<file path="src/rtl/core/imuf_pkg.sv">
package imuf_pkg;
   localparam int AXES     = 6;
   localparam int SAMPLE_W = 16;
   localparam int SUM_W    = 30;
   localparam int OFS_W    = 24;
   localparam int CNT_W    = 13;
   localparam int SIDX_W   = 3;
   localparam int BUF_N    = 25;

   localparam logic [7:0] SYNC_A = 8'hAA;
   localparam logic [7:0] SYNC_B = 8'h55;

   localparam logic [1:0] MODE_CAL    = 2'd0;
   localparam logic [1:0] MODE_FINISH = 2'd1;
   localparam logic [1:0] MODE_STREAM = 2'd2;
   localparam logic [1:0] MODE_NONE   = 2'd3;

   localparam logic [7:0] REG_GRAVITY = 8'd0;
   localparam logic [7:0] REG_PTYPE   = 8'd1;

   typedef struct packed {
      logic              cal;
      logic              div_start;
      logic              ok;
      logic [SIDX_W-1:0] sid;
      logic [CNT_W-1:0]  count;
   } lane_ctl_type;
endpackage

</file>
<file path="src/rtl/core/imuf_lane.sv">
module imuf_lane #(
   parameter int SENSORS   = 3,
   parameter int FRAC_BITS = 8
) (
   input  logic                        clock,
   input  logic                        reset,
   input  imuf_pkg::lane_ctl_type      ctl,
   input  logic signed [16:0]          sample,
   input  logic signed [15:0]          raw,
   output logic [15:0]                 corr,
   output logic                        div_done
);
   localparam int IDX_W  = (SENSORS > 1) ? $clog2(SENSORS) : 1;
   localparam int SUM_W  = imuf_pkg::SUM_W;
   localparam int OFS_W  = imuf_pkg::OFS_W;
   localparam int CNT_W  = imuf_pkg::CNT_W;
   localparam int NUM_W  = SUM_W + FRAC_BITS;
   localparam int DCNT_W = $clog2(NUM_W + 1);
   localparam int VW     = (17 + FRAC_BITS > OFS_W + 1) ? 17 + FRAC_BITS : OFS_W + 1;
   localparam logic [VW-1:0] HALF = VW'((1 << FRAC_BITS) >> 1);
   localparam logic [NUM_W-1:0] Q_MAX = NUM_W'((1 << (OFS_W - 1)) - 1);
   localparam logic [NUM_W-1:0] Q_MIN_MAG = NUM_W'(1 << (OFS_W - 1));

   logic signed [SUM_W-1:0] sum_ff [SENSORS];
   logic signed [OFS_W-1:0] ofs_ff [SENSORS];

   logic [NUM_W-1:0]  num_ff, quo_ff;
   logic [CNT_W-1:0]  rem_ff, den_ff;
   logic [DCNT_W-1:0] step_ff;
   logic              busy_ff, neg_ff, done_ff;
   logic [IDX_W-1:0]  didx_ff;

   logic [IDX_W-1:0]        idx;
   logic signed [SUM_W-1:0] sum_sel;
   logic [SUM_W-1:0]        sum_mag;
   logic [CNT_W:0]          trial;
   logic                    fits;
   logic signed [OFS_W-1:0] q_final;

   assign idx     = IDX_W'(ctl.sid);
   assign sum_sel = sum_ff[idx];
   assign sum_mag = sum_sel[SUM_W-1] ? SUM_W'(-sum_sel) : SUM_W'(sum_sel);
   assign trial   = {rem_ff, num_ff[NUM_W-1]};
   assign fits    = trial >= {1'b0, den_ff};
   assign div_done = done_ff;

   always_comb begin
      if (neg_ff) begin
         q_final = (quo_ff > Q_MIN_MAG) ? OFS_W'(Q_MIN_MAG) : OFS_W'(-quo_ff);
      end else begin
         q_final = (quo_ff > Q_MAX) ? OFS_W'(Q_MAX) : OFS_W'(quo_ff);
      end
   end

   always_ff @(posedge clock) begin
      done_ff <= 1'b0;
      if (reset) begin
         busy_ff <= 1'b0;
         for (int s = 0; s < SENSORS; s++) begin
            sum_ff[s] <= '0;
            ofs_ff[s] <= '0;
         end
      end else if (ctl.div_start) begin
         busy_ff <= 1'b1;
         num_ff  <= NUM_W'(sum_mag) << FRAC_BITS;
         neg_ff  <= sum_sel[SUM_W-1];
         den_ff  <= ctl.count;
         rem_ff  <= '0;
         quo_ff  <= '0;
         step_ff <= '0;
         didx_ff <= idx;
      end else if (busy_ff) begin
         if (step_ff == DCNT_W'(NUM_W)) begin
            // write the quotient back and clear the sum
            ofs_ff[didx_ff] <= q_final;
            sum_ff[didx_ff] <= '0;
            busy_ff <= 1'b0;
            done_ff <= 1'b1;
         end else begin
            rem_ff  <= fits ? CNT_W'(trial - {1'b0, den_ff}) : CNT_W'(trial);
            quo_ff  <= {quo_ff[NUM_W-2:0], fits};
            num_ff  <= {num_ff[NUM_W-2:0], 1'b0};
            step_ff <= step_ff + 1'b1;
         end
      end else if (ctl.cal) begin
         sum_ff[idx] <= sum_sel + SUM_W'(sample);
      end
   end

   // stream correction: scale, subtract offset, round half away, saturate; zero when ctl.ok is low
   logic signed [VW-1:0] v;
   logic [VW-1:0]        mag, r;
   logic signed [OFS_W-1:0] ofs_sel;

   assign ofs_sel = ofs_ff[idx];
   assign v   = (VW'(raw) <<< FRAC_BITS) - VW'(ofs_sel);
   assign mag = v[VW-1] ? VW'(-v) : VW'(v);
   assign r   = (mag + HALF) >> FRAC_BITS;

   always_comb begin
      if (!ctl.ok) begin
         corr = '0;
      end else if (v[VW-1]) begin
         corr = (r > VW'(32768)) ? 16'h8000 : 16'(~r + 1'b1);
      end else begin
         corr = (r > VW'(32767)) ? 16'h7FFF : r[15:0];
      end
   end
endmodule

</file>
<file path="config.mk">
export PLATFORM = sky130hd
export DESIGN_NAME = imuf_lane
export DESIGN_NICKNAME = d
export VERILOG_FILES = /design/src/rtl/core/imuf_pkg.sv /design/src/rtl/core/imuf_lane.sv
export SDC_FILE = /design/constraint.sdc
export NUM_CORES = 1
export LEC_CHECK = 0
export BUFFER_PORTS_ARGS = -buffer_cell sky130_fd_sc_hd__buf_4
export CAP_MARGIN = 20
export CORE_ASPECT_RATIO = 1.4
export CORE_MARGIN = 1.5
export CORE_UTILIZATION = 25
export CTS_CLUSTER_DIAMETER = 150
export DETAILED_ROUTE_END_ITERATION = 7
export PLACE_DENSITY = 0.47
export SYNTH_ARGS = -nofsm -noshare
export SYNTH_HDL_FRONTEND = slang
export SYNTH_SLANG_ARGS = --single-unit
</file>
<file path="constraint.sdc">
create_clock -name clock -period 18.1 [get_ports clock]
set_input_delay 2.715 -clock clock [delete_from_list [all_inputs] [get_ports clock]]
set_output_delay 2.715 -clock clock [all_outputs]
set_load 0.05 [all_outputs]
</file>
==> impl_metrics.env <==
export IMPL_async_flop_share_pct=0
export IMPL_slew_headroom_pct=37.4
export IMPL_worst_path_largest_cell_delay_ns=0.66
export IMPL_fp_dieArea_um2=78900
export IMPL_firstDrtPassIters=4
export IMPL_fin_nets=1941
export IMPL_cts_resized_gates=0
export IMPL_rows=120
export IMPL_hold_viol=0
export IMPL_synth_flop_cell="edfxtp_1"
export IMPL_finalCriticalPeriod_ns=12.52
export IMPL_vias_per_cell=4.73
export IMPL_critPathKind="in -> out"
export IMPL_drive_gt1_share_pct=13.7
export IMPL_crit_family="compound AO/OA/AOI/OAI gates"
export IMPL_cp_arrival_ns=9.81
export IMPL_avgSynthCellArea_um2=10.9
export IMPL_slowest_stage="o32ai_2"
export IMPL_startpoint_type="input port"
export IMPL_synth_area_um2=19300
export IMPL_start_util_pct=25.3
export IMPL_ys_warn_count=0
export IMPL_final_cell_mix="319 x edfxtp_1, 228 x nor2_1, 118 x inv_1, 106 x nand2_1, 88 x buf_4"
export IMPL_seq_power_share_pct=40.7
export IMPL_insertion_delay_ns=0.55
export IMPL_clk_path_buf_depth=3
export IMPL_drc=0
export IMPL_stdcell_count=2822
export IMPL_rsz0062_at_grt="no"
export IMPL_ios=71
export IMPL_cellInternalPower_mw=1.48
export IMPL_max_cap_violations=0
export IMPL_grt_max_degree=66
export IMPL_finalSetupTns_ns=0
export IMPL_finalMaxSlewViolations=0
export IMPL_fp_dieW_um=238
export IMPL_syn_inst=1766
export IMPL_path_clk_slew_ns=0.06
export IMPL_cts_made_buffers=35
export IMPL_dp_cells=2757
export IMPL_placed_cell_area_um2=20900
export IMPL_hold_buffers=0
export IMPL_path_common_cell="a21o_1"
export IMPL_core_area_um2=76400
export IMPL_numClockSinks=321
export IMPL_final_common_cell="edfxtp_1"
export IMPL_routedWlPerCell_um=17.0
export IMPL_setup_violations=0
export IMPL_drt_total_wl_mm=47.9
export IMPL_critPathBufInv=3
export IMPL_postSynthNetCount=1888
export IMPL_ir_drop_mv=0.0722
export IMPL_whs_ns=0.555
export IMPL_place_hpwl_mm=33.0
export IMPL_pwr_share_clk_pct=33.5
export IMPL_grt_ovfl_total=0
export IMPL_worstPathRequired_ns=15.39
export IMPL_synth_seq_area_share_pct=49.8
export IMPL_tightest_slew_ns=0.937
export IMPL_num_vias=13357
export IMPL_p_comb_share_pct=25.8
export IMPL_drt_iter0_drc=646
export IMPL_clock_skew_ns=0.0390
export IMPL_synth_edff_count=319
export IMPL_syn_to_final_growth_pct=14.5
export IMPL_cts_root_buf="clkbuf_16"
export IMPL_cts_tree="built"
export IMPL_swShare_pct=30.5
export IMPL_p_leak_nw=8.11
export IMPL_cp_max_fo=34
export IMPL_ys_types=89
export IMPL_fin_area_um2=22100
export IMPL_cellPowerDensity_nw_per_um2=96.6
export IMPL_ant_nets=0
export IMPL_cts_max_level=2
export IMPL_grt_usage_pct=12.0
export IMPL_p_switching_uw=651
export IMPL_fmax_ghz=0.0799
export IMPL_grt_antenna_before_repair=0
export IMPL_dieHeight_um=332
export IMPL_grt_pass1_wl_mm=75.7
export IMPL_status="complete, no violations"
export IMPL_postCtsSetupBuffers=0
export IMPL_worstSetupEndpointType="output pin"
export IMPL_ys_ff_latch=321
export IMPL_crit_chain="buf_4, mux4_2, inv_1, ha_1, a21o_1, a21o_1, a21oi_1, a211oi_2, o32ai_2, nor2_1, nor2_1, xor2_1, ha_1, nand2_1, mux2i_1, and2_1, nand3_1, o31ai_1, xnor2_1, or3_4, o31a_1, a21o_1, a211oi_1, buf_4"
export IMPL_period_share_pct=69.2
export IMPL_port_buffers=69
export IMPL_hold_class="reg -> reg"
export IMPL_n_fill_cell=7890
export IMPL_grt_pass1_vias=13896
export IMPL_place_gp_congestion=0.787
## area by class of cell
| class | instances | area (µm²) | area share, % |
|---|---|---|---|
| antenna | 1 | 2.50 | 0.0113 |
| inverter | 118 | 443 | 2.00 |
| sequential | 321 | 9620 | 43.5 |
| clock inverter | 20 | 204 | 0.923 |
| multi-input combinational | 1253 | 8970 | 40.6 |
| tap | 976 | 1220 | 5.53 |
| timing repair buffer | 90 | 708 | 3.20 |
| clock buffer | 43 | 927 | 4.20 |
## Yosys cell counts, drive strengths merged (45+ instances only)
library cell / n / area (µm²)
a21oi: 87 / 435
and2: 57 / 359
clkbuf: 52 / 195
edfxtp: 319 / 9580
ha: 66 / 826
inv: 118 / 443
mux4: 53 / 1190
nand2: 106 / 398
nor2: 232 / 878
nor2b: 65 / 407
nor3: 54 / 292
o21ai: 58 / 290
or3: 45 / 297
xnor2: 79 / 699
## metal layers
| metal | vias up | GRT usage (%) | part of all wire [%] |
|---|---|---|---|
| met4 | 0 | 2.87 | 1.7 |
| met5 | - | 0 | 0 |
| met3 | 53 | 1.19 | 2.6 |
| li1 | 6592 | - | - |
| met2 | 163 | 23.7 | 55 |
| met1 | 6549 | 13.7 | 41 |
## logic make-up after synthesis
kind of cell / Yosys count / synth area share [%]
DFF: 321 / 49.8
buffers and inverters: 192 / 3.99
AOI/OAI and AO/OA: 321 / 11.5
adders and majority gates: 68 / 4.48
muxes: 63 / 6.73
xor gates and xnor gates: 116 / 5.30
and+or+nand+nor: 685 / 18.2
## power groups by stage
stage | Combinational (mW) | Clock, mW | Sequential [mW]
6_report | 0.551 | 0.714 | 0.869
4_1_cts | 0.557 | 0.736 | 0.870
3_3_place_gp | 0.548 | 0 | 0.884
5_1_grt | 0.609 | 0.759 | 0.873
2_1_floorplan | 0.424 | 0 | 0.881
3_5_place_dp | 0.554 | 0 | 0.885
## state kept, by name, indices dropped and copies added, names as in the netlist
signal	count
busy_ff	1
den_ff	13
didx_ff	2
div_done	1
neg_ff	1
num_ff	30
ofs_ff	96
quo_ff	38
rem_ff	13
step_ff	6
sum_ff	120
## path summary, 6_finish.rpt
check	startpoint	to	slack (ns)	cells after the start
setup / recovery	ctl[13]	corr[2]	5.58	24
hold / removal	num_ff[29]	num_ff[30]	0.56	1
setup reg to reg	quo_ff[1]	ofs_ff[0][20]	11.76	18
hold reg to reg	num_ff[29]	num_ff[30]	0.56	1
## per-stage QoR
stage,util (%),worst slack [ns],power [mW]
floorplan,-,3.93,1.31
global placement,27.4,5.56,1.43
detailed placement,27.4,5.49,1.44
CTS,28.9,5.47,2.16
global route,28.9,5.01,2.24
finish,28.9,5.58,2.13
Note: power is estimated with default switching activity, not from simulation.
