$ cat config.mk
export PLATFORM = sky130hd
export DESIGN_NAME = imuf_framer_flat
export DESIGN_NICKNAME = d
export VERILOG_FILES = /design/src/rtl/core/imuf_pkg.sv /design/src/rtl/core/imuf_if.sv /design/src/rtl/core/imuf_framer.sv /design/src/flat_wrapper.sv
export SDC_FILE = /design/constraint.sdc
export NUM_CORES = 1
export LEC_CHECK = 0
export ABC_AREA = 1
export BUFFER_PORTS_ARGS = -buffer_cell sky130_fd_sc_hd__buf_4
export CORE_AREA = 4 4 166 168
export CTS_CLUSTER_DIAMETER = 200
export DETAILED_ROUTE_END_ITERATION = 12
export DIE_AREA = 0 0 170 172
export PLACE_DENSITY = 0.63
export SETUP_SLACK_MARGIN = 0.2
export SLEW_MARGIN = 30
export SYNTH_ARGS = -nofsm -noshare
export SYNTH_HDL_FRONTEND = slang
export SYNTH_SLANG_ARGS = --single-unit
$ cat constraint.sdc
create_clock -name clock -period 29.9 [get_ports clock]
set_input_delay 2.99 -clock clock [delete_from_list [all_inputs] [get_ports clock]]
set_output_delay 2.99 -clock clock [all_outputs]
set_load 0.005 [all_outputs]
$ cat src/rtl/core/imuf_pkg.sv
package imuf_pkg;
   localparam int AXES     = 6;
   localparam int SAMPLE_W = 16;
   localparam int SUM_W    = 30;
   localparam int OFS_W    = 24;
   localparam int CNT_W    = 13;
   localparam int SIDX_W   = 3;
   localparam int BUF_N    = 25;

   localparam logic [7:0] SYNC_A = 8'hAA;
   localparam logic [7:0] SYNC_B = 8'h55;

   localparam logic [1:0] MODE_CAL    = 2'd0;
   localparam logic [1:0] MODE_FINISH = 2'd1;
   localparam logic [1:0] MODE_STREAM = 2'd2;
   localparam logic [1:0] MODE_NONE   = 2'd3;

   localparam logic [7:0] REG_GRAVITY = 8'd0;
   localparam logic [7:0] REG_PTYPE   = 8'd1;

   typedef struct packed {
      logic              cal;
      logic              div_start;
      logic              ok;
      logic [SIDX_W-1:0] sid;
      logic [CNT_W-1:0]  count;
   } lane_ctl_type;
endpackage

$ cat src/rtl/core/imuf_if.sv


interface imuf_rsp_if;
   logic       valid;
   logic       ready;
   logic [7:0] out_byte;
   logic       last_of_run;
   logic       frame_end;
   modport source (output valid, out_byte, last_of_run, frame_end, input ready);
   modport sink (input valid, out_byte, last_of_run, frame_end, output ready);
   modport monitor (input valid, ready, out_byte, last_of_run, frame_end);
endinterface


$ cat src/rtl/core/imuf_framer.sv
module imuf_framer #(
   parameter int SENSORS = 3
) (
   input  logic                clock,
   input  logic                reset,
   input  logic                load,
   input  logic                hdr,
   input  logic                tail,
   input  logic [7:0]          ptype,
   input  logic [31:0]         timestamp,
   input  logic [31:0]         frame_count,
   input  logic [15:0]         values [imuf_pkg::AXES],
   output logic                busy,
   imuf_rsp_if.source          rsp
);
   localparam logic [7:0] LEN = 8'(8 + 12 * SENSORS);
   localparam int N = imuf_pkg::BUF_N;

   logic [7:0] buf_ff [N];
   logic [7:0] buf_in [N];
   logic [4:0] left_ff, left_in;
   logic [7:0] ck_ff;
   logic       tail_ff;
   logic       valid_ff, last_ff, fend_ff;
   logic [7:0] byte_ff;
   logic       move;

   assign busy = left_ff != 5'd0;
   assign move = busy && (!valid_ff || rsp.ready);
   assign rsp.valid       = valid_ff;
   assign rsp.out_byte    = byte_ff;
   assign rsp.last_of_run = last_ff;
   assign rsp.frame_end   = fend_ff;

   always_comb begin
      logic [7:0] hb [12];
      logic [7:0] vb [12];
      hb[0] = imuf_pkg::SYNC_A;
      hb[1] = imuf_pkg::SYNC_B;
      hb[2] = ptype;
      hb[3] = LEN;
      for (int i = 0; i < 4; i++) begin
         hb[4 + i] = timestamp[8*i +: 8];
         hb[8 + i] = frame_count[8*i +: 8];
      end
      for (int a = 0; a < imuf_pkg::AXES; a++) begin
         vb[2*a]     = values[a][7:0];
         vb[2*a + 1] = values[a][15:8];
      end
      for (int i = 0; i < N; i++) buf_in[i] = '0;
      for (int i = 0; i < 12; i++) begin
         if (hdr) begin
            buf_in[i]      = hb[i];
            buf_in[12 + i] = vb[i];
         end else begin
            buf_in[i] = vb[i];
         end
      end
      left_in = (hdr ? 5'd24 : 5'd12) + {4'd0, tail};
   end

   always_ff @(posedge clock) begin
      if (reset) begin
         left_ff  <= '0;
         ck_ff    <= '0;
         valid_ff <= 1'b0;
      end else begin
         if (load) begin
            buf_ff  <= buf_in;
            left_ff <= left_in;
            tail_ff <= tail;
            if (hdr) ck_ff <= '0;
         end else if (move) begin
            valid_ff <= 1'b1;
            last_ff  <= left_ff == 5'd1;
            if (left_ff == 5'd1 && tail_ff) begin
               byte_ff <= ck_ff;
               fend_ff <= 1'b1;
            end else begin
               byte_ff <= buf_ff[0];
               fend_ff <= 1'b0;
               ck_ff   <= ck_ff ^ buf_ff[0];
            end
            for (int i = 0; i < N - 1; i++) buf_ff[i] <= buf_ff[i + 1];
            left_ff <= left_ff - 1'b1;
         end
         if (!move && rsp.ready) valid_ff <= 1'b0;
      end
   end
endmodule

$ cat src/flat_wrapper.sv
// flat-port wrapper written by rule: the top's interface ports become plain ports
module imuf_framer_flat 
#(
   parameter int SENSORS = 3
)
  (clock, reset, load, hdr, tail, ptype, timestamp, frame_count, values, busy, rsp_valid, rsp_out_byte, rsp_last_of_run, rsp_frame_end, rsp_ready);
  imuf_rsp_if rsp_i ();
  input  logic clock;
  input  logic reset;
  input  logic load;
  input  logic hdr;
  input  logic tail;
  input  logic [7:0] ptype;
  input  logic [31:0] timestamp;
  input  logic [31:0] frame_count;
  input  logic [15:0] values[imuf_pkg::AXES];
  output logic busy;
  output wire logic [$bits(rsp_i.valid)-1:0] rsp_valid;
  output wire logic [$bits(rsp_i.out_byte)-1:0] rsp_out_byte;
  output wire logic [$bits(rsp_i.last_of_run)-1:0] rsp_last_of_run;
  output wire logic [$bits(rsp_i.frame_end)-1:0] rsp_frame_end;
  input wire logic [$bits(rsp_i.ready)-1:0] rsp_ready;
  assign rsp_valid = rsp_i.valid;
  assign rsp_out_byte = rsp_i.out_byte;
  assign rsp_last_of_run = rsp_i.last_of_run;
  assign rsp_frame_end = rsp_i.frame_end;
  assign rsp_i.ready = rsp_ready;
  imuf_framer #(.SENSORS(SENSORS)) u_core (.clock(clock), .reset(reset), .load(load), .hdr(hdr), .tail(tail), .ptype(ptype), .timestamp(timestamp), .frame_count(frame_count), .values(values), .busy(busy), .rsp(rsp_i));
endmodule
==> metrics.txt, run 1 <==
TritonCTS buffer count 24; CTS max path bufs 3; r2r startpoint u_core.left_ff[0]; critical path type in -> reg; largest net degree at the start of global routing 102; post-cts sizing count 0; initial drt markers 797; min-delay src u_core.ck_ff[7]; crit share post-route 17.9%; Worst Setup Start Kind input pin; Root Buffer Master clkbuf_16; core area 25900 um^2; Chip Width 170 um; Hold Slack 478 ps; slew margin rel. 38.4%; Residual DRC 0; Clock Sinks 217; M1 GR Usage 25.2%; reg2reg path depth 9; global route hottest layer met2; Die H 172 um; area of the die 29200 um^2; capture point of the worst reg-to-reg path u_core.buf_ff[32]; PwrDens 62.1 nW/um^2; initial antenna violation count 0; Vias 7500; All-Layer GR Usage 17.2%; Setup Fix Bufs, Post-CTS 0; most common cell in the netlist nand2_1; RSZ-0062 raised after global routing no; Yosys cell types 27; hold buffers post-CTS 0; Final setup viols 0; number of placed I/O pins 186; synthesized cell area 10300 um^2; Setup crit end kind flip-flop; Syn Area/Cell 10.6 um^2; worst-case vdd ir drop 0.0000374 V; Post-Synthesis Cells 967; Synth top cells by count nand2_1, edfxtp_1, inv_1, o21ai_1, nand3_1; Synth area leaders edfxtp_1, o211ai_2, nand2_1; Final Max Slew Viols 0; CP Max Fanout 83; M3 GR Usage 2.65%; clock skew 7.23 ps; syn_nets 1144; share of the synthesized area in the top cell type 59.5%; Fin. Hold Viols 0; GRT overflow 0; IO buf count 185; share of cells above drive strength 1 27.2%; synth warn 0; fmax 187 MHz; CTS tree built; top cell type by total area after synthesis edfxtp_1; Avg WL per Cell 17.5 um; initial core utilization 39.6%; Post-synth EDFFs 203; CP endpoint u_core.left_ff[2]; CTS H-tree lvls 1; post-route ant nets 0; fin cells 1471; FP Rows 59; Worst-Skew Late Latency 500 ps; nets@finish 1298; Min Clock Period, post-route 5360 ps; Hold Path Class reg -> reg; maxcap violations 0; # diodes 0; Placer Congestion 0.803; global-route wire length before repair 40000 um; WL final 25800 um; post-DP HPWL 17100 um; Pre-Repair DR Iteration Count 5; Area Overhead vs Synth 22.9%; number of global-route vias before repair 7418; status finished, final reports clean; DP Cell Count 1430; Synth async-reset ratio 0%; CP Data Required Time 30290 ps; CP Data Arrival Time 5740 ps; met2 Track Usage GR 27.8%; Primary FF master, synth edfxtp_1; via/cell ratio 5.10; clock transition at the registers of the reported paths 60 ps; CP startpoint load; setup tns final 0 ps; Worst Tran Pin Value 924 ps; Pleak 0.00531 uW; Seq cells post-synth 217; Seq/Total Area, Yosys 62.2%; reg-to-reg slack, setup 26730 ps
logic make-up (layout without fill, tap and decap cells):
logic type      count (synthesis)  after routing  synth area share (%)
buf+inv                       183            352                  7.49
fa+ha+maj                       3              3                 0.366
compound gates                210            210                  15.4
flops                         217            217                  62.2
simple gates                  352            352                  14.4
xor+xnor                        2              2                 0.171
cells in the final DEF (no fill, tap or decap), types with 6 or more instances in the layout:
master / synthesis / layout
o211ai_2: 70 / 70
nor2_1: 35 / 35
nand4_1: 9 / 9
clkbuf_16: 0 / 25
clkinv_2: 0 / 6
o21ai_1: 110 / 110
dfxtp_1: 14 / 14
nand3_1: 76 / 76
a21oi_1: 27 / 26
nand2_1: 222 / 221
edfxtp_1: 203 / 203
buf_4: 1 / 190
inv_1: 117 / 117
power by group:
group | total [uW] | internal, uW | switching, uW
logic | 102 | 39.9 | 61.8
registers | 388 | 376 | 11.8
clock network | 293 | 178 | 116
per-layer routing:
layer,wire length [um],part of all wire [%]
met1,11500,45
met2,12000,47
met3,1830,7.1
met4,379,1.5
met5,0,0
flip-flops by register name, indices dropped and copies added, names as in the netlist:
name and cells:
u_core.rsp.out_byte 8, u_core.rsp.last_of_run 1, u_core.left_ff 5, u_core.tail_ff 1, u_core.rsp.frame_end 1, u_core.buf_ff 192, u_core.rsp.valid 1, u_core.ck_ff 8
layout make-up:
type                            instances  area (um^2)
Clock buffer                           29          641
Tap cell                              335          419
Fill cell                            2414        13300
Clock inverter                         12          136
Inverter                              120          455
Sequential cell                       217         6380
Timing Repair Buffer                  191         1440
Multi-Input combinational cell        567         3140
through the flow:
stage | total power [uW] | setup slack (ps) | cell area (um^2) | utilization, %
after floorplan | 463 | 16300 | 10300 | -
after CTS | 792 | 24470 | 12600 | 48.6
final | 783 | 24540 | 12600 | 48.6
after global placement | 495 | 23970 | 11800 | 45.6
after global routing | 816 | 24280 | 12600 | 48.6
after detailed placement | 497 | 23920 | 11800 | 45.6
critical path, cell delays in order:
cell	delay (ps)
buf_4	200
inv_6	460
or2_4	710
buf_4	780
inv_2	280
a21oi_1	190
a21oi_1	80
worst min-delay path by stage:
stage,to,slack [ps],cells after the start
final,u_core.ck_ff[7],480,2
after global routing,u_core.ck_ff[7],490,2
after CTS,u_core.ck_ff[7],480,2
after detailed placement,u_core.ck_ff[7],470,2
after global placement,u_core.ck_ff[0],460,2
after floorplan,u_core.ck_ff[0],450,2
No activity file was read; power rests on OpenSTA's default activity.
==> run 2: changes to the inputs <==
--- a/config.mk
+++ b/config.mk
@@ -11,7 +11,7 @@
 export CTS_CLUSTER_DIAMETER = 200
 export DETAILED_ROUTE_END_ITERATION = 12
 export DIE_AREA = 0 0 170 172
-export PLACE_DENSITY = 0.63
+export PLACE_DENSITY = 0.65
 export SETUP_SLACK_MARGIN = 0.2
 export SLEW_MARGIN = 30
 export SYNTH_ARGS = -nofsm -noshare
==> constraint.sdc (replaced) <==
create_clock -name clock -period 4.6 [get_ports clock]
set_input_delay 0.46 -clock clock [delete_from_list [all_inputs] [get_ports clock]]
set_output_delay 0.46 -clock clock [all_outputs]
set_load 0.005 [all_outputs]
==> run 2 against run 1 <==
Setup slack worse by 23000 ps. Sequential power rose to 6.5 times the previous value. Clock skew grew 2.0 ps. First-iteration DRC count fell by 15%. Clock power increased to 7.0 times the previous value. Critical endpoint is now u_core.buf_ff[156]. Largest power group unchanged.
==> metrics.txt, run 2 (synthesis results as in run 1) <==
global-route wire length before repair 40200 um; Worst Tran Pin Value 879 ps; most frequent cells in the layout nand2_1, edfxtp_1, buf_4; fill cell count 2341; worst setup margin 2020 ps; initial drt markers 676; Worst-Skew Late Latency 510 ps; Hold Path Class in -> reg; hold buffers post-CTS 0; Reg with most FFs u_core.buf_ff; nets@finish 1298; Residual DRC 0; DP Cell Count 1429; Root Buffer Master clkbuf_16; post-route ant nets 0; number of global-route vias before repair 7457; Final Max Slew Viols 0; min-delay src tail; via/cell ratio 5.13; Setup Fix Bufs, Post-CTS 0; Hold Slack 139 ps; slowest CP cell buf_16; area of the die 29200 um^2; Clock Sinks 217; GRT overflow 0; clock transition at the registers of the reported paths 60 ps; capture point of the worst reg-to-reg path u_core.buf_ff[156]; Fin. Hold Viols 0; critical path depth in cells 9; CP Data Arrival Time 2720 ps; TritonCTS buffer count 24; Area Overhead vs Synth 24.1%; cell area after layout 12700 um^2; reg-to-reg slack, setup 2020 ps; WHS Path Cells 1; largest net degree at the start of global routing 192; post-cts sizing count 0; register area 6380 um^2; fmax 388 MHz; placed instance area 11800 um^2; Pre-Repair DR Iteration Count 5; PwrDens 412 nW/um^2; CP Max Fanout 122; Setup crit end kind flip-flop; number of flip-flops in the largest register 192; commonest non-fill, non-tap cell in the layout nand2_1; core area 25900 um^2; reg2reg path depth 9; r2r startpoint u_core.left_ff[0]; All-Layer GR Usage 17.4%; FP Rows 59; Pleak 0.00535 uW; CP top delay family buffers and inverters; maxcap violations 0; Vias 7563; CTS max path bufs 3; WL final 26500 um; RSZ-0062 raised after global routing no; Placer Congestion 0.827; CP Data Required Time 4740 ps; Chip Width 170 um; crit share post-route 56.0%; CP Buf/Inv Count 4; CTS H-tree lvls 1; status finished, final reports clean; hold endpoint u_core.tail_ff; IO buf count 185; initial core utilization 39.6%; number of placed I/O pins 186; fin cells 1474; share of cells above drive strength 1 27.5%; initial antenna violation count 0; slew margin rel. 41.4%; clock skew 9.23 ps; Min Clock Period, post-route 2580 ps; CTS tree built; # diodes 0; multi-input logic area 3130 um^2; post-DP HPWL 17300 um; Critical Path Max Stage Delay 430 ps; setup tns final 0 ps; worst-case vdd ir drop 0.000271 V; Final setup viols 0; DP Worst Slack 1620 ps; Worst Setup Start Kind flip-flop; worst path cell trace inv_1 -> ha_1 -> inv_1 -> nor2_1 -> nand2_2 -> nand2_2 -> a21oi_4 -> buf_12 -> buf_16; Avg WL per Cell 17.9 um; critical path type reg -> reg; Die H 172 um
## run 2: changes by cell type in the layout (fill, tap and decap cells not counted), sizes merged
| cell | previous run | this run |
|---|---|---|
| clkinvlp | 0 | 3 |
| clkinv | 8 | 11 |
| clkbuf | 29 | 25 |
| inv | 121 | 120 |
| bufinv | 3 | 5 |
## run 2: cell type report
| class | count | area share [%] |
|---|---|---|
| well taps | 335 | 3.29 |
| clock inverters | 19 | 1.77 |
| flip-flops and latches | 217 | 50.1 |
| repair buffers | 191 | 11.7 |
| multi-input cells | 567 | 24.6 |
| inverters | 120 | 3.64 |
| clock buffers | 25 | 4.92 |
## run 2: metal layers
metal	vias to the layer above	part of all wire (%)	track usage (%)	wire, um
met2	289	48	28.3	12600
met5	-	0	0	0
met1	3580	44	24.5	11600
met3	41	5.9	2.65	1560
met4	0	2.7	4.90	703
li1	3653	-	-	-
## run 2: metrics by stage
| step | utilization, % | total power, uW |
|---|---|---|
| 2_1_floorplan | - | 2970 |
| 3_3_place_gp | 45.7 | 3220 |
| 3_5_place_dp | 45.7 | 3230 |
| 4_1_cts | 49.0 | 5280 |
| 5_1_grt | 49.1 | 5460 |
| 6_report | 49.1 | 5240 |
## run 2: report_power, final
group | switching [uW] | internal (uW)
sequential | 78.1 | 2440
combinational | 407 | 267
clock | 782 | 1270
total | 1270 | 3980
## run 2: worst register-to-register path, delay by kind of cell, from the launching register on
family	cells	cell delay (ps)
DFF	1	370
AOI/OAI and AO/OA	1	220
adders and majority gates	1	210
buffers and inverters	4	950
and+or+nand+nor	3	280
## run 2: how the worst max path moves through the flow
stage | from | endpoint | slack, ps
after floorplan | load | u_core.buf_ff[100] | 60
after global placement | load | u_core.buf_ff[131] | 1670
after detailed placement | load | u_core.buf_ff[132] | 1620
after CTS | u_core.left_ff[0] | u_core.buf_ff[127] | 2160
after global routing | u_core.left_ff[0] | u_core.buf_ff[36] | 1880
final | u_core.left_ff[0] | u_core.buf_ff[156] | 2020
==> run 3: changes to the inputs <==
--- a/config.mk
+++ b/config.mk
@@ -11,7 +11,7 @@
 export CTS_CLUSTER_DIAMETER = 200
 export DETAILED_ROUTE_END_ITERATION = 12
 export DIE_AREA = 0 0 170 172
-export PLACE_DENSITY = 0.65
+export PLACE_DENSITY = 0.63
 export SETUP_SLACK_MARGIN = 0.2
 export SLEW_MARGIN = 30
 export SYNTH_ARGS = -nofsm -noshare
==> constraint.sdc (replaced) <==
create_clock -name clock -period 2.5 [get_ports clock]
set_input_delay 0.25 -clock clock [delete_from_list [all_inputs] [get_ports clock]]
set_output_delay 0.25 -clock clock [all_outputs]
set_load 0.005 [all_outputs]
==> run 3 against run 2 <==
Routed wire length increased by 1.1%. Highest routed layer unchanged. Setup slack got worse by 1500 ps. Sequential share of layout area down 0.069 points. Global-route usage up 0.56 points. Critical path type unchanged. Maximum frequency up 28%. Clock skew rose by 2.9 ps.
==> metrics.txt, run 3 (synthesis results as in run 1) <==
Final setup viols 0; slowest CP cell buf_12; via/cell ratio 5.08; met2 Track Usage GR 29.6%; reg2reg path depth 8; clock transition at the registers of the reported paths 60 ps; r2r startpoint u_core.left_ff[1]; RSZ-0062 raised after global routing no; Critical Path Max Stage Delay 420 ps; post-cts sizing count 0; initial core utilization 39.6%; worst-case vdd ir drop 0.000443 V; capture point of the worst reg-to-reg path u_core.buf_ff[56]; critical path type reg -> reg; number of placed I/O pins 186; Pre-Repair DR Iteration Count 5; GRT overflow 0; number of global-route vias before repair 7669; share of cells above drive strength 1 27.9%; fill cell count 2408; Die H 172 um; Worst Setup Start Kind flip-flop; nets@finish 1309; M1 GR Usage 24.9%; CP Data Required Time 2640 ps; Hold Slack 59.6 ps; CP startpoint u_core.left_ff[1]; number of flip-flops in the largest register 192; crit share post-route 80.7%; slew margin rel. 61.8%; WL final 26700 um; M3 GR Usage 3.77%; core area 25900 um^2; Root Buffer Master clkbuf_16; commonest non-fill, non-tap cell in the layout nand2_1; area of the die 29200 um^2; Placer Congestion 0.801; largest net degree at the start of global routing 97; CP endpoint u_core.buf_ff[56]; All-Layer GR Usage 18.0%; Residual DRC 0; CTS tree built; Area Overhead vs Synth 24.3%; initial drt markers 638; post-route ant nets 0; Pleak 0.00538 uW; Vias 7540; TritonCTS buffer count 24; reg-to-reg slack, setup 480 ps; global-route wire length before repair 41600 um; Final Max Slew Viols 0; status finished, final reports clean; Worst-Skew Late Latency 510 ps; fmax 495 MHz; Setup crit end kind flip-flop; CP Data Arrival Time 2160 ps; clock skew 12.1 ps; Chip Width 170 um; initial antenna violation count 1; IO buf count 185; post-DP HPWL 18100 um; Min Clock Period, post-route 2020 ps; Fin. Hold Viols 0; worst path cell trace inv_2 -> ha_2 -> inv_1 -> nor2_1 -> nand2_2 -> nand2_4 -> a21oi_4 -> buf_12; Reg with most FFs u_core.buf_ff; most frequent cells in the layout nand2_1, edfxtp_1, buf_4; Worst Tran Pin Value 574 ps; Avg WL per Cell 18.0 um; global route hottest layer met2; Clock Sinks 217; Hold Path Class in -> reg; Final Util 49.2%; setup tns final 0 ps; FP Rows 59; Total Power 9270 uW; maxcap violations 0; CP Max Fanout 87; PwrDens 727 nW/um^2; CTS max path bufs 3; CTS H-tree lvls 1
## run 3: area by class of cell
| type | instances | area [um^2] | share of cell area [%] |
|---|---|---|---|
| flip-flops and latches | 217 | 6380 | 50.0 |
| repair buffers | 202 | 1610 | 12.6 |
| clock buffers | 33 | 676 | 5.30 |
| multi-input cells | 567 | 3140 | 24.6 |
| inverters | 120 | 455 | 3.57 |
| well taps | 335 | 419 | 3.29 |
| diodes | 1 | 2.50 | 0.0196 |
| clock inverters | 10 | 68.8 | 0.540 |
## run 3: worst min path at each step
stage	from	to	cells past startpoint
final	values[10]	u_core.buf_ff[10]	3
after global routing	values[10]	u_core.buf_ff[10]	3
after CTS	values[10]	u_core.buf_ff[10]	3
after detailed placement	tail	u_core.tail_ff	1
after global placement	tail	u_core.tail_ff	1
after floorplan	tail	u_core.tail_ff	0
## run 3: timing repair
item                                   CTS  global route
setup buffers                            0             0
hold buffers                             1             0
endpoints found under the hold margin    2             0
## run 3: metrics by stage
stage                     cell area, um^2  std cells  setup WS, ps
final                               12700       1485           481
after global routing                12700       1485           385
after CTS                           12700       1484           489
after detailed placement            12000       1440           517
after global placement              12000       1440           542
after floorplan                     10300        967         -1910
## run 3: worst max-delay path, delay by kind of cell, from the launching register on
kind / cells / cell delay (ps)
AOI/OAI and AO/OA: 1 / 290
adders and majority gates: 1 / 170
buffers and inverters: 3 / 530
DFF: 1 / 350
and+or+nand+nor: 3 / 270
## run 3: layer usage
metal	vias up	share of wire (%)	wire length [um]
met1	3597	43	11500
met2	244	48	13000
met3	29	6.9	1850
met4	0	1.7	448
li1	3670	-	-
met5	-	0	0
## run 3: report_power, final
part | switching (uW) | total (uW) | internal, uW
Clock | 1380 | 3360 | 1980
Sequential | 138 | 4630 | 4490
Combinational | 759 | 1270 | 515
Total | 2280 | 9270 | 6990
